[src/sv/rfcr_pkg.sv]
// Package with the word types, reply descriptor and frame constants of the relay responder.
`default_nettype none
package rfcr_pkg;

	// Input word: one received byte and the switch levels sampled with it.
	typedef struct packed {
		logic [7:0] rx_byte;
		logic [7:0] ext_switches;
	} in_word_t;

	// Output word: one reply byte, its end marker and the relay levels.
	typedef struct packed {
		logic [7:0] tx_byte;
		logic       frame_last;
		logic [7:0] relay_drive;
	} out_word_t;

	// Reply descriptor passed from the front end to the transmitter.
	typedef struct packed {
		logic       is_nak;
		logic [7:0] sw_inv;
		logic [7:0] relay;
	} reply_t;

	// Frame bytes and command codes.
	localparam logic [7:0] START_BYTE = 8'hFF;
	localparam logic [7:0] CMD_MARK   = 8'h05;
	localparam logic [7:0] FB_MARK    = 8'h06;
	localparam logic [7:0] NAK_MARK   = 8'h15;
	localparam logic [7:0] END_BYTE   = 8'h0D;
	localparam logic [7:0] CHECK_BYTE = 8'hAA;
	localparam logic [7:0] FB_BITS    = 8'hE0;
	localparam logic [7:0] CMD_QUERY  = 8'h3F;
	localparam logic [7:0] CMD_ON     = 8'hF0;
	localparam logic [7:0] CMD_OFF    = 8'h0F;

	// Byte positions within a ten-byte frame.
	localparam logic [3:0] POS_START = 4'd0;
	localparam logic [3:0] POS_MARK  = 4'd1;
	localparam logic [3:0] POS_ID    = 4'd2;
	localparam logic [3:0] POS_TYPE  = 4'd3;
	localparam logic [3:0] POS_SW_LO = 4'd4;
	localparam logic [3:0] POS_SW_HI = 4'd5;
	localparam logic [3:0] POS_RL_LO = 4'd6;
	localparam logic [3:0] POS_RL_HI = 4'd7;
	localparam logic [3:0] POS_CHECK = 4'd8;
	localparam logic [3:0] POS_END   = 4'd9;

	// Command frame positions of the command and mask bytes.
	localparam logic [3:0] POS_CMD  = 4'd4;
	localparam logic [3:0] POS_MASK = 4'd5;

	// Configuration register indexes.
	localparam logic CFG_MODULE_ID   = 1'b0;
	localparam logic CFG_MODULE_TYPE = 1'b1;

endpackage
`default_nettype wire

[src/sv/rfcr_front.sv]
// Front end: gathers command frames, checks them, updates the relays and queues replies.
`default_nettype none
module rfcr_front (
	input  wire logic              clk,
	input  wire logic              arst_n,
	input  wire logic              in_valid,
	output logic                   in_ready,
	input  wire rfcr_pkg::in_word_t in_data,
	input  wire logic [7:0]        module_id,
	input  wire logic [7:0]        module_type,
	input  wire logic              q_full,
	output logic                   q_push,
	output rfcr_pkg::reply_t       q_entry
);

	logic       accept;
	logic [3:0] count_q;
	logic [3:0] count_d;
	logic [7:0] id_byte_q;
	logic [7:0] type_byte_q;
	logic [7:0] cmd_q;
	logic [7:0] mask_q;
	logic [7:0] check_q;
	logic [7:0] relay_q;
	logic [7:0] relay_d;
	logic       finish;
	logic       end_ok;
	logic       match;
	logic       reply;

	// A word is taken whenever the reply queue has room.
	assign in_ready = !q_full;
	assign accept   = in_valid && in_ready;

	// Frame position tracking; a bad start or mark byte empties the buffer.
	always_comb begin
		count_d = count_q;
		finish  = 1'b0;
		case (count_q)
			rfcr_pkg::POS_START: begin
				count_d = (in_data.rx_byte == rfcr_pkg::START_BYTE) ? 4'd1 : 4'd0;
			end
			rfcr_pkg::POS_MARK: begin
				count_d = (in_data.rx_byte == rfcr_pkg::CMD_MARK) ? 4'd2 : 4'd0;
			end
			rfcr_pkg::POS_END: begin
				count_d = 4'd0;
				finish  = 1'b1;
			end
			default: begin
				if (count_q inside {[rfcr_pkg::POS_ID : rfcr_pkg::POS_CHECK]}) begin
					count_d = count_q + 4'd1;
				end else begin
					count_d = 4'd0;
				end
			end
		endcase
	end

	// Frame checks on the tenth byte.
	assign end_ok = (in_data.rx_byte == rfcr_pkg::END_BYTE);
	assign match  = (check_q == rfcr_pkg::CHECK_BYTE) && (id_byte_q == module_id) &&
		(type_byte_q == module_type);

	// Command decode and relay update.
	always_comb begin
		relay_d = relay_q;
		reply   = 1'b0;
		if (!end_ok) begin
			reply = 1'b1;
		end else if (match) begin
			case (cmd_q)
				rfcr_pkg::CMD_QUERY: reply = 1'b1;
				rfcr_pkg::CMD_ON: begin
					relay_d = relay_q | mask_q;
					reply   = 1'b1;
				end
				rfcr_pkg::CMD_OFF: begin
					relay_d = relay_q & ~mask_q;
					reply   = 1'b1;
				end
				default: reply = 1'b0;
			endcase
		end
	end

	assign q_push         = accept && finish && reply;
	assign q_entry.is_nak = !end_ok;
	assign q_entry.sw_inv = ~in_data.ext_switches;
	assign q_entry.relay  = relay_d;

	// Control state: frame position and relay levels.
	always_ff @(posedge clk or negedge arst_n) begin
		if (!arst_n) begin
			count_q <= 4'd0;
			relay_q <= 8'd0;
		end else if (accept) begin
			count_q <= count_d;
			if (finish) begin
				relay_q <= relay_d;
			end
		end
	end

	// Stored frame bytes that the decode reads.
	always_ff @(posedge clk) begin
		if (accept) begin
			if (count_q == rfcr_pkg::POS_ID)    id_byte_q   <= in_data.rx_byte;
			if (count_q == rfcr_pkg::POS_TYPE)  type_byte_q <= in_data.rx_byte;
			if (count_q == rfcr_pkg::POS_CMD)   cmd_q       <= in_data.rx_byte;
			if (count_q == rfcr_pkg::POS_MASK)  mask_q      <= in_data.rx_byte;
			if (count_q == rfcr_pkg::POS_CHECK) check_q     <= in_data.rx_byte;
		end
	end

endmodule
`default_nettype wire

[src/sv/rfcr_queue.sv]
// Small first-in first-out queue of reply descriptors.
`default_nettype none
module rfcr_queue #(
	parameter int DEPTH = 2
) (
	input  wire logic             clk,
	input  wire logic             arst_n,
	input  wire logic             push,
	input  wire rfcr_pkg::reply_t push_entry,
	input  wire logic             pop,
	output rfcr_pkg::reply_t      head,
	output logic                  empty,
	output logic                  full
);

	localparam int PTR_W = (DEPTH > 1) ? $clog2(DEPTH) : 1;
	localparam int CNT_W = $clog2(DEPTH + 1);

	rfcr_pkg::reply_t   mem_q [DEPTH];
	logic [PTR_W-1:0]   wr_ptr_q;
	logic [PTR_W-1:0]   rd_ptr_q;
	logic [CNT_W-1:0]   count_q;

	assign empty = (count_q == CNT_W'(0));
	assign full  = (count_q == CNT_W'(DEPTH));
	assign head  = mem_q[rd_ptr_q];

	// Storage write.
	always_ff @(posedge clk) begin
		if (push) begin
			mem_q[wr_ptr_q] <= push_entry;
		end
	end

	// Pointers and fill count.
	always_ff @(posedge clk or negedge arst_n) begin
		if (!arst_n) begin
			wr_ptr_q <= '0;
			rd_ptr_q <= '0;
			count_q  <= '0;
		end else begin
			if (push) begin
				wr_ptr_q <= (wr_ptr_q == PTR_W'(DEPTH - 1)) ? '0 : wr_ptr_q + PTR_W'(1);
			end
			if (pop) begin
				rd_ptr_q <= (rd_ptr_q == PTR_W'(DEPTH - 1)) ? '0 : rd_ptr_q + PTR_W'(1);
			end
			if (push && !pop) begin
				count_q <= count_q + CNT_W'(1);
			end else if (pop && !push) begin
				count_q <= count_q - CNT_W'(1);
			end
		end
	end

endmodule
`default_nettype wire

[src/sv/rfcr_back.sv]
// Back end: sends each queued reply as a ten-byte frame, one word per cycle while out_ready is high.
`default_nettype none
module rfcr_back (
	input  wire logic             clk,
	input  wire logic             arst_n,
	input  wire logic [7:0]       module_id,
	input  wire logic [7:0]       module_type,
	input  wire logic             q_empty,
	input  wire rfcr_pkg::reply_t q_head,
	output logic                  q_pop,
	output logic                  out_valid,
	input  wire logic             out_ready,
	output rfcr_pkg::out_word_t   out_data
);

	logic             busy_q;
	logic [3:0]       pos_q;
	rfcr_pkg::reply_t cur_q;
	logic             last;
	logic             done;
	logic [7:0]       byte_d;

	assign last      = (pos_q == rfcr_pkg::POS_END);
	assign done      = out_ready && last;
	assign out_valid = busy_q;
	assign q_pop     = !q_empty && (!busy_q || done);

	// Reply byte for the current position.
	always_comb begin
		case (pos_q)
			rfcr_pkg::POS_START: byte_d = rfcr_pkg::START_BYTE;
			rfcr_pkg::POS_MARK:  byte_d = cur_q.is_nak ? rfcr_pkg::NAK_MARK : rfcr_pkg::FB_MARK;
			rfcr_pkg::POS_ID:    byte_d = module_id;
			rfcr_pkg::POS_TYPE:  byte_d = module_type;
			rfcr_pkg::POS_SW_LO: byte_d = rfcr_pkg::FB_BITS | {4'h0, cur_q.sw_inv[3:0]};
			rfcr_pkg::POS_SW_HI: byte_d = rfcr_pkg::FB_BITS | {4'h0, cur_q.sw_inv[7:4]};
			rfcr_pkg::POS_RL_LO: byte_d = rfcr_pkg::FB_BITS | {4'h0, cur_q.relay[3:0]};
			rfcr_pkg::POS_RL_HI: byte_d = rfcr_pkg::FB_BITS | {4'h0, cur_q.relay[7:4]};
			rfcr_pkg::POS_CHECK: byte_d = rfcr_pkg::CHECK_BYTE;
			rfcr_pkg::POS_END:   byte_d = rfcr_pkg::END_BYTE;
			default:             byte_d = 8'h00;
		endcase
	end

	assign out_data.tx_byte     = byte_d;
	assign out_data.frame_last  = last;
	assign out_data.relay_drive = cur_q.relay;

	// Frame sequencer: load a descriptor, step through its ten bytes.
	always_ff @(posedge clk or negedge arst_n) begin
		if (!arst_n) begin
			busy_q <= 1'b0;
			pos_q  <= 4'd0;
		end else if (q_pop) begin
			busy_q <= 1'b1;
			pos_q  <= rfcr_pkg::POS_START;
		end else if (busy_q && out_ready) begin
			if (last) begin
				busy_q <= 1'b0;
				pos_q  <= rfcr_pkg::POS_START;
			end else begin
				pos_q <= pos_q + 4'd1;
			end
		end
	end

	// Descriptor of the reply being sent.
	always_ff @(posedge clk) begin
		if (q_pop) begin
			cur_q <= q_head;
		end
	end

endmodule
`default_nettype wire

[src/sv/relay_frame_command_responder_unit.sv]
// Top level of the relay frame command responder: registers, front end, queue and transmitter.
// Input: one byte per cycle; ready drops only while the reply queue holds QDEPTH replies.
// The reply is pushed into the queue when the tenth command byte is taken, then popped into the transmitter.
// A reply waits in the queue while the transmitter is still sending an earlier one.
// Output: a reply is ten bytes, sent one byte per cycle by the transmitter while out_ready is high.
// Reset: arst_n clears the frame position, relays, queue and transmitter; ID and type reset to 1.
`default_nettype none
module relay_frame_command_responder_unit #(
	parameter int QDEPTH = 2
) (
	input  wire logic                clk,
	input  wire logic                arst_n,
	input  wire logic                in_valid,
	output logic                     in_ready,
	input  wire rfcr_pkg::in_word_t  in_data,
	output logic                     out_valid,
	input  wire logic                out_ready,
	output rfcr_pkg::out_word_t      out_data,
	input  wire logic                cfg_we,
	input  wire logic                cfg_index,
	input  wire logic [7:0]          cfg_wdata
);

	logic [7:0]       module_id_q;
	logic [7:0]       module_type_q;
	logic             q_push;
	logic             q_pop;
	logic             q_empty;
	logic             q_full;
	rfcr_pkg::reply_t q_in;
	rfcr_pkg::reply_t q_head;

	// Configuration registers.
	always_ff @(posedge clk or negedge arst_n) begin
		if (!arst_n) begin
			module_id_q   <= 8'd1;
			module_type_q <= 8'd1;
		end else if (cfg_we) begin
			case (cfg_index)
				rfcr_pkg::CFG_MODULE_ID:   module_id_q   <= cfg_wdata;
				rfcr_pkg::CFG_MODULE_TYPE: module_type_q <= cfg_wdata;
				default: ;
			endcase
		end
	end

	rfcr_front u_front (
		.clk        (clk),
		.arst_n     (arst_n),
		.in_valid   (in_valid),
		.in_ready   (in_ready),
		.in_data    (in_data),
		.module_id  (module_id_q),
		.module_type(module_type_q),
		.q_full     (q_full),
		.q_push     (q_push),
		.q_entry    (q_in)
	);

	rfcr_queue #(
		.DEPTH(QDEPTH)
	) u_queue (
		.clk       (clk),
		.arst_n    (arst_n),
		.push      (q_push),
		.push_entry(q_in),
		.pop       (q_pop),
		.head      (q_head),
		.empty     (q_empty),
		.full      (q_full)
	);

	rfcr_back u_back (
		.clk        (clk),
		.arst_n     (arst_n),
		.module_id  (module_id_q),
		.module_type(module_type_q),
		.q_empty    (q_empty),
		.q_head     (q_head),
		.q_pop      (q_pop),
		.out_valid  (out_valid),
		.out_ready  (out_ready),
		.out_data   (out_data)
	);

	// A reply is never queued into a full queue.
	assert property (@(posedge clk) disable iff (!arst_n) q_push |-> !q_full)
		else $error("reply pushed into a full queue");

	// With nothing queued, the output goes idle after the last byte of a reply.
	assert property (@(posedge clk) disable iff (!arst_n)
		(out_valid && out_ready && out_data.frame_last && q_empty) |=> !out_valid)
		else $error("output still valid after the final reply byte");

	// A reply frame that starts while the output was idle opens with the start byte.
	assert property (@(posedge clk) disable iff (!arst_n)
		(out_valid && !$past(out_valid)) |-> (out_data.tx_byte == rfcr_pkg::START_BYTE))
		else $error("reply frame does not open with the start byte");

	// A word is refused only while the queue is full.
	assert property (@(posedge clk) disable iff (!arst_n) !in_ready |-> q_full)
		else $error("input stalled while the reply queue has room");

endmodule
`default_nettype wire

[config.mk]
export PLATFORM = sky130hd
export DESIGN_NAME = relay_frame_command_responder_unit
export DESIGN_NICKNAME = d
export VERILOG_FILES = /design/src/sv/rfcr_pkg.sv /design/src/sv/rfcr_front.sv /design/src/sv/rfcr_queue.sv /design/src/sv/rfcr_back.sv /design/src/sv/relay_frame_command_responder_unit.sv
export SDC_FILE = /design/constraint.sdc
export NUM_CORES = 1
export LEC_CHECK = 0
export BUFFER_PORTS_ARGS = -buffer_cell sky130_fd_sc_hd__buf_2
export CORE_ASPECT_RATIO = 1.1
export CORE_MARGIN = 8
export CORE_UTILIZATION = 35
export DETAILED_ROUTE_END_ITERATION = 8
export GPL_TIMING_DRIVEN = 0
export PLACE_DENSITY = 0.63
export SLEW_MARGIN = 20
export SYNTH_ARGS = -nofsm -noshare
export SYNTH_HDL_FRONTEND = slang
export SYNTH_HIERARCHICAL = 1
export SYNTH_SLANG_ARGS = --single-unit
[constraint.sdc]
create_clock -name clk -period 5.5 [get_ports clk]
set_input_delay 0.275 -clock clk [delete_from_list [all_inputs] [get_ports clk]]
set_output_delay 0.275 -clock clk [all_outputs]
set_load 0.05 [all_outputs]
; Word-level counts from Yosys, hierarchy flattened
; Memories as Yosys holds them, arrays and structs flattened. A register that Yosys moved wholly into a read port is not among the register bits.
; Cells that the tools add are included.
[totals]
ff_bits = 77
output_inout_bits = 19
input_bits = 30
mem_bits_rw = 34
elab_cells = 113
n_memories = 1
[memory_table]
columns = memory, depth, width, read_ports, rd_ports_with_merged_regs, write_ports, line_no
row1 = u_queue.mem_q, 2, 17, 1, 1, 1, rfcr_queue.sv:19  ; rfcr_pkg::reply_t mem_q [DEPTH];
[classes]
add_sub_neg = 6
n_bitwise = 5
n_reduce_logical = 34
order_cmp = 2
n_eq_ne = 26
mux = 25
[ops]
columns = operator, count
row1 = $pmux 8 s10, 1
row2 = $eq 4x3->1 const B, 6
row3 = $eq 8x8->1 const B, 3
row4 = $reduce_and 2->1, 9
row5 = $eq 4x2->1 const B, 4
row6 = $eq 4x4->1 const B, 4
row7 = $eq 8x4->1 const B, 2
row8 = $eq 8x8->1, 2
row9 = $mux 4, 4
row10 = $mux 8, 2
row11 = $not 8->8, 2
row12 = $pmux 8 s2, 1
row13 = $mux 1, 12
row14 = $pmux 4 s3, 1
row15 = $logic_and 1x1->1, 11
row16 = $add 4x1->4 const B, 2
row17 = $and 8x8->8, 1
row18 = $eq 4x1->1 const B, 2
row19 = $eq 8x3->1 const B, 1
row20 = $eq 8x6->1 const B, 1
row21 = $logic_not 4->1, 2
row22 = $or 8x8->8, 1
row23 = $logic_not 1->1, 6
row24 = $mux 2, 3
row25 = other kinds (12), 15

; Logic depth before layout (Yosys ltp)
[depth]
word_depth = 10
ltp_mapped = 9

; Modules after synthesis
; Netlist, hierarchy kept.
[modules_own_cells]
columns = mod, area_each_um2, cells_each, seq_area_each_um2, instances
row1 = rfcr_front, 2446.1, 173, 1501.4, 1
row2 = rfcr_queue, 1463.9, 69, 1121.1, 1
row3 = rfcr_back, 1242.4, 118, 635.6, 1
row4 = relay_frame_command_responder_unit, 644.4, 35, 402.9, 1

; Least setup slack after synthesis
; No wires, ideal clock.
[synth_path]
path_type = reg2reg
startpoint = register u_front.cmd_q[0]
endpoint = memory u_queue/mem_q[0][0] in the netlist's numbering (enable)
path_stages_with_launch = 7
t_required_ns = 5.107
setup_slack_ns = 2.594
setup_ns = 0.393
arrival_time_ns = 2.513
n_path_buf = 0
cell_sequence = edfxtp_1 or4_4 nor3_4 a21oi_2 nor4b_1 o21a_1 nor2b_1
[synth_via]
elab_chain_len = 8
word_cells_on_any_way = 10
classes_between = 3 x eq/ne / 5 x mux / 2 x reduce/logical
[synth_lines]
columns = item, line_no
row1 = start: declaration, rfcr_front.sv:21  ; logic [7:0] cmd_q;
row2 = start signal: assignment, rfcr_front.sv:110  ; if (count_q == rfcr_pkg::POS_CMD) cmd_q <= in_data.rx_byte;
row3 = "$eq 8x6->1, or another cell as far along", rfcr_front.sv:72  ; case (cmd_q)
row4 = $reduce_or 3->1 (no source line) (*), -
row5 = $mux 1 (*), rfcr_front.sv:72
row6 = $mux 1 (*), rfcr_front.sv:71  ; end else if (match) begin
row7 = $mux 1 (*), rfcr_front.sv:69  ; if (!end_ok) begin
row8 = $logic_and 1x1->1 (*), rfcr_front.sv:87  ; assign q_push = accept && finish && reply;
row9 = via q_push, relay_frame_command_responder_unit.sv:26  ; logic q_push;
row10 = $mux 1 (*), rfcr_queue.sv:30  ; if (push) begin
row11 = $mux 1 (not written as such) (*), rfcr_queue.sv:31  ; mem_q[wr_ptr_q] <= push_entry;
row12 = end: declaration, rfcr_queue.sv:19
; Mark *: on every way through the listed nets, which the timed path passes. The rest lies on a longest branch.

; Worst setup path in the final report
[layout_path]
startpoint = register u_front.cmd_q[0]
endpoint = memory u_queue/mem_q[1][6] in the netlist's numbering (enable)
; The elaborated chain is that of the path after synthesis.

==> flow_summary.toml <==
[critical_path]
startpoint = "u_front/cmd_q[0]$_DFFE_PP_"
critPathMaxStageDelay_ps = 680
cp-end-kind = "flip-flop"
critical_path_class = "flip-flop to flip-flop"
reg2reg_depth = 6
crit_chain = "or4_4, nor3_4, a21oi_2, nor4b_1, o21a_1, and2_1"
crit_slowest_cell = "and2_1"
r2r-end = "u_queue/mem_q[1][6]$_DFFE_PP_"
crit_arrival_ps = 2980
worstPathMaxFanout = 17
startpoint_type = "flip-flop"
reg2reg_from = "u_front/cmd_q[0]$_DFFE_PP_"
crit_required_ps = 5530
r2r_slack_ps = 2550

[global_routing]
grt_usage_pct = 11.8
gr-total-overflow = 0
grt_pass1_vias = 3608
grt_pass1_wl_um = 18900
antenna_found_initial = 0
grt_max_degree = 38

[clock_tree]
clkTransAtPathRegs_ps = 60
cts_tree = "done"
cts_setup_buffers = 0
cts_resized = 0
cts_buffers = 17
clk_latency_ps = 420
htree_levels = 4
holdBufCountCts = 0
cts_buffer_depth = 2
clkSinkCount = 128
clock_tree.root_cell = "clkbuf_16"

[finish]
drive_gt1_share_pct = 31.5
multiInputGateArea_mm2 = 0.00193
fillers = 1453
instances_no_fill = 680
fin_area_mm2 = 0.00685
n_antenna_cell = 0
final_common_cell = "edfxtp_1"
regArea_mm2 = 0.00366
area_growth_pct = 18.1
final_cell_mix = "edfxtp_1, buf_2, dfrtp_1"
nets = 497
utilization_pct = 42.0

[floorplan]
initial_core_util_pct = 35.5
io_pins = 49
die_area_mm2 = 0.0209
die_y_um = 151
core_mm2 = 0.0163
rows = 49
dieWidth_um = 139

[detailed_routing]
drc = 0
drt_iter0_drc = 228
wl_per_cell_um = 17.2
vias_per_cell = 4.98
via_count = 3389
ant_nets = 0
drt-pass1-iter-count = 4
wl_um = 11700

[sta]
setup-tns-final_ps = 0
relSlewSlack_pct = 36.2
finalSetupViolCount = 0
clock.fmax_mhz = 339
timing.final.crit_share_pct = 53.6
finalWorstPathRequiredPeriod_ps = 2950
slew_violations = 0
worst_pin_slew_ps = 957
rsz0062_at_grt = "no"
skew_ps = 13.7
hold_viol = 0

[synthesis]
synth.cell_area_mm2 = 0.00580
ys.flop_type = "edfxtp_1"
synth_warnings = 6
synthesis.instances = 395
syn_area_per_cell_um2 = 14.7
synthArstFlopShare_pct = 28.9
synth_edf_count = 91
ys_seq_elements = 128
synth_cell_types = 59
synth_nets = 429
seq_area_frac_synth_pct = 63.2

[flow_run]
cap_violations = 0

[pwr]
power_mw = 3.13
leakage_nw = 2.73
powerDensity_mw_per_mm2 = 457
ir_drop_mv = 0.254

[min_path]
min_path_type = "input pin to asynchronous set/reset pin"

[place]
finalWeightedCongestion = 0.852
dp.cells = 648
io_buffers = 48
dp_hpwl_um = 8450
place_area_mm2 = 0.00632

[run_status]
status = "complete, no violations"
==> layer usage <==
| layer | GRT usage (%) | share of wire [%] | vias to the layer above |
|---|---|---|---|
| met5 | 0 | 0 | - |
| met4 | 7.08 | 2.5 | 0 |
| met3 | 3.12 | 4.5 | 22 |
| met2 | 19.6 | 50 | 87 |
| met1 | 13.5 | 43 | 1677 |
| li1 | - | - | 1603 |
==> worst max-delay path by stage <==
stage,end,slack (ps),cells past startpoint
floorplan,u_queue/mem_q[0][0]$_DFFE_PP_,2590,6
global placement,u_queue/mem_q[0][9]$_DFFE_PP_,1990,6
detailed placement,u_queue/mem_q[1][13]$_DFFE_PP_,2510,6
CTS,u_queue/mem_q[1][6]$_DFFE_PP_,2490,6
global route,u_queue/mem_q[1][6]$_DFFE_PP_,2230,6
finish,u_queue/mem_q[1][6]$_DFFE_PP_,2550,6
==> per-stage QoR <==
stage | hold slack [ps] | setup WS, ps
3_3_place_gp | 443 | 1990
3_5_place_dp | 469 | 2510
6_report | 13.9 | 2550
2_1_floorplan | -20.6 | 2590
4_1_cts | 22.5 | 2490
5_1_grt | 72.2 | 2230
==> registers in the layout, indices dropped and copies added (netlist names) <==
register and cells:
u_front/id_byte_q 8, u_back/cur_q 9, u_queue/mem_q 34, u_back/pos_q 4
u_queue/wr_ptr_q 1, u_front/relay_q 8, module_id_q 8, u_front/cmd_q 8
module_type_q 8, u_front/type_byte_q 8, u_queue/rd_ptr_q 1, u_back/out_valid 1
u_front/count_q 4, u_front/mask_q 8, u_front/check_q 8, u_queue/count_q 2
u_back/out_data 8
==> report_power, final <==
| group | leakage, nW | total, mW | internal (mW) | switching [mW] |
|---|---|---|---|---|
| combinational | 1.16 | 0.907 | 0.330 | 0.577 |
| clock | 0.263 | 0.992 | 0.623 | 0.369 |
| sequential | 1.30 | 1.23 | 1.15 | 0.0785 |
| total | 2.73 | 3.13 | 2.10 | 1.03 |
==> cells in the mapped netlist, types with 6 or more instances <==
library cell	n	share of area [%]
nor2_1	15	0.97
nand3_1	6	0.52
buf_4	9	1.2
a22o_1	11	1.7
xnor2_1	18	2.7
buf_2	6	0.52
nand4_1	8	0.86
nand2_1	27	1.7
a21oi_1	15	1.3
mux2_1	16	3.1
dfrtp_1	35	15
mux2_2	19	3.7
o22ai_1	6	0.65
nor2b_1	6	0.65
edfxtp_1	91	47
mux2_4	17	4.4
inv_1	17	1.1
==> kinds of logic (layout without fill, tap and decap cells) <==
group           Yosys count  after routing  share of synthesized area (%)
buf+inv                  37            118                           3.91
xor+xnor                 23             23                           3.48
mux                      56             56                           11.9
compound gates           53             53                           6.41
simple gates             94             94                           10.3
fa+ha+maj                 4              4                          0.863
flops                   128            128                           63.2
==> final cells by class <==
type / instances / area share, %
clock buffers: 23 / 6.69
clock inverters: 9 / 0.987
multi-input cells: 230 / 28.2
plain buffers: 20 / 2.38
well taps: 204 / 3.73
inverters: 17 / 0.932
repair buffers: 49 / 3.67
flip-flops and latches: 128 / 53.5
==> worst max-delay path, delay by kind of cell, from the launching register on <==
family           cells  cell delay, ps
AO/OA/AOI/OAI        2             310
AND/OR/NAND/NOR      4            1870
flip-flops           1             380
Note: power is estimated with default switching activity, not from simulation.
